===== src/rtl/ipma_pkg.sv =====
package ipma_pkg;

    // fixed point format of inputs and result
    localparam int FRAC_BITS = 16;

    // wide dividend of the shared divider, large enough for every quotient
    localparam int NUM_W = 64 + FRAC_BITS;
    localparam int CNT_W = $clog2(NUM_W + 1);

    // 64 x 32 product before rounding
    localparam int ACC_W = 96;

    localparam logic [63:0]      INT64_MAX  = {1'b0, {63{1'b1}}};
    localparam logic [63:0]      INT64_MIN  = {1'b1, 63'b0};
    localparam logic [ACC_W-1:0] ROUND_HALF = ACC_W'(1) << (FRAC_BITS - 1);

    localparam logic [31:0] MEAN_POS_LIMIT = 32'h7fff_ffff;
    localparam logic [31:0] MEAN_NEG_LIMIT = 32'h8000_0000;

    // configuration register indexes
    localparam logic CFG_PRIOR_MEAN     = 1'b0;
    localparam logic CFG_PRIOR_VARIANCE = 1'b1;

    localparam logic [30:0] PRIOR_VAR_ONE = 31'(1) << FRAC_BITS;

    // datapath operations issued by the controller
    localparam logic [3:0] OP_NONE     = 4'd0;
    localparam logic [3:0] OP_CAPTURE  = 4'd1;
    localparam logic [3:0] OP_MUL_OT   = 4'd2;
    localparam logic [3:0] OP_MUL_LO   = 4'd3;
    localparam logic [3:0] OP_MUL_HI   = 4'd4;
    localparam logic [3:0] OP_ACCUM    = 4'd5;
    localparam logic [3:0] OP_NUM_PROD = 4'd6;
    localparam logic [3:0] OP_DIV_B    = 4'd7;
    localparam logic [3:0] OP_DIV_R    = 4'd8;
    localparam logic [3:0] OP_DIV_Q    = 4'd9;
    localparam logic [3:0] OP_TAKE_B   = 4'd10;
    localparam logic [3:0] OP_TAKE_R   = 4'd11;
    localparam logic [3:0] OP_TAKE_Q   = 4'd12;
    localparam logic [3:0] OP_SPECIAL  = 4'd13;
    localparam logic [3:0] OP_EMIT     = 4'd14;

    typedef struct packed {
        logic [3:0] op;
        logic       slope_src;
    } t_cmd;

    typedef struct packed {
        logic missing;
        logic last;
        logic div_done;
        logic den_zero;
        logic out_free;
    } t_status;

    function automatic logic [63:0] neg64(input logic [63:0] x);
        neg64 = ~x + 64'd1;
    endfunction

    // two's complement add, clamped to the signed 64 bit range
    function automatic logic [63:0] sat_add64(input logic [63:0] a, input logic [63:0] b);
        logic [63:0] s;
        s = a + b;
        if ((a[63] == b[63]) && (s[63] != a[63])) begin
            sat_add64 = a[63] ? INT64_MIN : INT64_MAX;
        end else begin
            sat_add64 = s;
        end
    endfunction

endpackage


===== src/rtl/ipma_ctrl.sv =====
module ipma_ctrl (
    input  logic              i_clk,
    input  logic              i_rst_n,
    input  logic              i_in_valid,
    output logic              o_in_stall,
    output ipma_pkg::t_cmd    o_cmd,
    input  ipma_pkg::t_status i_status
);
    import ipma_pkg::*;

    localparam logic [3:0] S_IDLE    = 4'd0;
    localparam logic [3:0] S_MUL_OT  = 4'd1;
    localparam logic [3:0] S_MUL_LO  = 4'd2;
    localparam logic [3:0] S_MUL_HI  = 4'd3;
    localparam logic [3:0] S_ACCUM   = 4'd4;
    localparam logic [3:0] S_PM_LO   = 4'd5;
    localparam logic [3:0] S_PM_HI   = 4'd6;
    localparam logic [3:0] S_PM_NUM  = 4'd7;
    localparam logic [3:0] S_DIVB_GO = 4'd8;
    localparam logic [3:0] S_DIVB    = 4'd9;
    localparam logic [3:0] S_DIVR_GO = 4'd10;
    localparam logic [3:0] S_DIVR    = 4'd11;
    localparam logic [3:0] S_CHECK   = 4'd12;
    localparam logic [3:0] S_DIVQ    = 4'd13;
    localparam logic [3:0] S_EMIT    = 4'd14;

    logic [3:0] r_state, n_state;

    always_comb begin
        n_state         = r_state;
        o_cmd.op        = OP_NONE;
        o_cmd.slope_src = 1'b0;
        case (r_state)
            S_IDLE: begin
                if (i_in_valid) begin
                    o_cmd.op = OP_CAPTURE;
                    n_state  = S_MUL_OT;
                end
            end
            S_MUL_OT: begin
                // a missing cell adds nothing
                if (i_status.missing) begin
                    n_state = i_status.last ? S_PM_LO : S_IDLE;
                end else begin
                    o_cmd.op = OP_MUL_OT;
                    n_state  = S_MUL_LO;
                end
            end
            S_MUL_LO: begin
                o_cmd.op = OP_MUL_LO;
                n_state  = S_MUL_HI;
            end
            S_MUL_HI: begin
                o_cmd.op = OP_MUL_HI;
                n_state  = S_ACCUM;
            end
            S_ACCUM: begin
                o_cmd.op = OP_ACCUM;
                n_state  = i_status.last ? S_PM_LO : S_IDLE;
            end
            S_PM_LO: begin
                o_cmd.op        = OP_MUL_LO;
                o_cmd.slope_src = 1'b1;
                n_state         = S_PM_HI;
            end
            S_PM_HI: begin
                o_cmd.op        = OP_MUL_HI;
                o_cmd.slope_src = 1'b1;
                n_state         = S_PM_NUM;
            end
            S_PM_NUM: begin
                o_cmd.op        = OP_NUM_PROD;
                o_cmd.slope_src = 1'b1;
                n_state         = S_DIVB_GO;
            end
            S_DIVB_GO: begin
                o_cmd.op = OP_DIV_B;
                n_state  = S_DIVB;
            end
            S_DIVB: begin
                if (i_status.div_done) begin
                    o_cmd.op = OP_TAKE_B;
                    n_state  = S_DIVR_GO;
                end
            end
            S_DIVR_GO: begin
                o_cmd.op = OP_DIV_R;
                n_state  = S_DIVR;
            end
            S_DIVR: begin
                if (i_status.div_done) begin
                    o_cmd.op = OP_TAKE_R;
                    n_state  = S_CHECK;
                end
            end
            S_CHECK: begin
                if (i_status.den_zero) begin
                    o_cmd.op = OP_SPECIAL;
                    n_state  = S_EMIT;
                end else begin
                    o_cmd.op = OP_DIV_Q;
                    n_state  = S_DIVQ;
                end
            end
            S_DIVQ: begin
                if (i_status.div_done) begin
                    o_cmd.op = OP_TAKE_Q;
                    n_state  = S_EMIT;
                end
            end
            S_EMIT: begin
                if (i_status.out_free) begin
                    o_cmd.op = OP_EMIT;
                    n_state  = S_IDLE;
                end
            end
            default: n_state = S_IDLE;
        endcase
    end

    always_ff @(posedge i_clk) begin
        if (!i_rst_n) begin
            r_state <= S_IDLE;
        end else begin
            r_state <= n_state;
        end
    end

    assign o_in_stall = (r_state != S_IDLE);

endmodule


===== config.mk =====
export PLATFORM = sky130hd
export DESIGN_NAME = ipma_ctrl
export DESIGN_NICKNAME = d
export VERILOG_FILES = /design/src/rtl/ipma_pkg.sv /design/src/rtl/ipma_ctrl.sv
export SDC_FILE = /design/constraint.sdc
export NUM_CORES = 1
export LEC_CHECK = 0
export BUFFER_PORTS_ARGS = -buffer_cell sky130_fd_sc_hd__buf_2
export CAP_MARGIN = 15
export CORE_AREA = 2 2 39 41
export CTS_CLUSTER_SIZE = 12
export DETAILED_ROUTE_END_ITERATION = 8
export DIE_AREA = 0 0 41 43
export PLACE_DENSITY_LB_ADDON = 0.2
export SLEW_MARGIN = 10
export SYNTH_ARGS = -nofsm -noshare
export SYNTH_HDL_FRONTEND = slang
export SYNTH_SLANG_ARGS = --single-unit

===== constraint.sdc =====
create_clock -name i_clk -period 1.85 [get_ports i_clk]
set_input_delay 0.185 -clock i_clk [delete_from_list [all_inputs] [get_ports i_clk]]
set_output_delay 0.185 -clock i_clk [all_outputs]
set_load 0.005 [all_outputs]

==> flow_summary.yaml <==
synthesis:
  yosysMostFrequentCell: "a21oi_1"
  netlist.area_leader.share: 0.152
  async_reset_ff_frac: 0
  synthFlopType: "dfxtp_1"
  synth_edf_count: 0
  synth_cell_type_count: 30
  syn_area_per_cell_um2: 6.49
  synth-seq-area-share: 0.152
  yosys.area.top_type: "dfxtp_1"
  ys_ff_latch: 4
  netlist_area_um2: 526
  netlist_instances: 81
  synth_nets: 89
  yosys-top-cells-count: "9 x a21oi_1, 8 x o21ai_0, 7 x nand2_1"
  synth_warnings: 0
  netlist_top_cells_area: "dfxtp_1 15%, a21oi_1 8.6%, o21ai_0 7.6%, o31ai_1 5.7%, nand2_1 5.0%"
clocking:
  postCtsHoldBufs: 0
  clk_pin_slew_worst_paths_ns: 0.04
  cts_resized: 0
  cts_tree: "built"
  post_cts_buffers: 0
  clockBufferDepth: 2
  cts-root-buf: "clkbuf_4"
  cts_made_buffers: 3
  clock_latency_ns: 0.23
  cts.sinks: 4
  h-tree-depth: 1
floorplan:
  fp.dieH_um: 43
  start_util: 0.380
  ios: 14
  core_area_um2: 1380
  fp.dieArea_um2: 1760
  num_rows: 14
  die_x_um: 41
sta:
  maxSlewViolCount: 0
  slew_headroom: 0.799
  finalCriticalPeriod_ns: 1.68
  fin_crit_sh: 0.910
  max_freq_mhz: 594
  finalHoldViolCount: 0
  finClkSkew_ns: 0.00172
  setup_tns_ns: 0
  worst_slew_pin_slew_ns: 0.301
  rsz0062_at_grt: "false"
  setup_viol: 0
placement:
  io_buffers: 13
  dp_cells: 106
  hpwl_um: 997
  gp_congestion: 0.800
power_and_ir_drop:
  finalPower_uw: 350
  p_sw_uw: 123
  combPwrFrac: 0.395
  p_leak_uw: 0.000258
  power.internal_uw: 227
  ir_drop_mv: 0.309
  seqPwrFrac: 0.300
  swShare: 0.352
  clock_power_share: 0.306
  powerDensity_nw_per_um2: 563
critical_path:
  end_kind: "primary output"
  crit_path_start_kind: "flop"
  required_ns: 1.66
  path_class: "flop to primary output"
  crit_arrival_ns: 1.50
  critPathMaxFanout: 10
cells_and_area:
  area_growth_pct: 18.3
  fill_cells: 150
  fin_nets: 103
  reg_top3: "r_state: 4 flops"
  multi_input_area_um2: 384
  layout-drive-gt1-share: 0.247
  seqCellArea_um2: 81.3
  largest_reg_flops: 4
  postLayoutCoreUtil: 0.449
  top_register: "r_state"
  antennaDiodeCount: 0
  fin_cells: 109
route:
  first_pass_iters: 6
  num_vias: 635
  first_iter_violations: 22
  ant_nets: 0
  drc: 0
  wire_per_inst_um: 12.8
  drt_wl_total_mm: 1.39
  viasPerCell: 5.83
global_routing:
  gr-total-overflow: 0
  grt_max_degree: 21
  grt.total_usage: 0.194
  grt_pass1_vias: 565
  antenna_found_initial: 0
  grt_first_pass_wirelength_mm: 2.40
run_status:
  outcome: "finished, final reports clean"
min_path:
  worst_hold_path_type: "input pin to flop"
job:
  drv_cap: 0
## path summary, 6_finish.rpt
check	cells past startpoint	end	slack, ns	startpoint
max	5	o_cmd[3]	0.17	r_state[1]
min	3	r_state[0]	0.24	i_rst_n
max reg2reg	4	r_state[2]	0.33	r_state[1]
min reg2reg	3	r_state[1]	0.74	r_state[3]
## layout by cell type, fill, tap and decap left out, types with 2 or more instances in the layout
cell      synthesis  final
buf_2             4     13
a21oi_1           9      9
o21ai_0           8      8
nand2_1           7      7
inv_1             5      5
nor2_1            4      4
nor3_1            4      4
o31ai_1           4      4
buf_4             0      4
nand2b_1          3      3
a31oi_1           3      3
clkbuf_4          0      3
dfxtp_1           4      3
nand3b_1          2      2
a211oi_1          2      2
and3_1            2      2
nor4_1            2      2
o22ai_1           2      2
## final cells by class
class,instances,area share
timing repair buffer,17,0.153
clock buffer,3,0.0362
inverter,5,0.0302
tap,16,0.0322
multi-input combinational,64,0.618
sequential,4,0.131
## routing by layer
metal | vias to the layer above | share of wire | track usage
met2 | 16 | 0.49 | 0.291
li1 | 328 | - | -
met1 | 289 | 0.46 | 0.279
met4 | 0 | 0.0057 | 0.0667
met3 | 2 | 0.037 | 0.0157
met5 | - | 0 | 0
## power by group through the flow
stage	logic (µW)	registers (µW)	clock network, µW
final	138	105	107
after global routing	157	106	115
after CTS	138	104	110
after detailed placement	137	105	0
after global placement	139	105	0
after floorplan	104	96.3	0
## cells by family (layout without fill, tap and decap cells)
| family | Yosys count | after routing | share of synthesized area |
|---|---|---|---|
| simple gates | 29 | 29 | 0.302 |
| buf+inv | 13 | 25 | 0.117 |
| flops | 4 | 4 | 0.152 |
| compound gates | 35 | 35 | 0.429 |
## through the flow
step | worst slack (ns) | cell area (µm²) | hold WS, ns
6_report | 0.167 | 622 | 0.236
5_1_grt | 0.0189 | 622 | 0.255
4_1_cts | 0.158 | 621 | 0.241
3_5_place_dp | 0.350 | 598 | 0.483
3_3_place_gp | 0.359 | 598 | 0.484
2_1_floorplan | 0.338 | 526 | 0.300
## critical path, stage by stage, from the launching register on
cell and delay (ns):
dfxtp_1 0.48, or2_1 0.21, nor2_1 0.08, a211oi_1 0.25, o32ai_1 0.11, buf_2 0.13
Power figures use the tool's default switching activity.
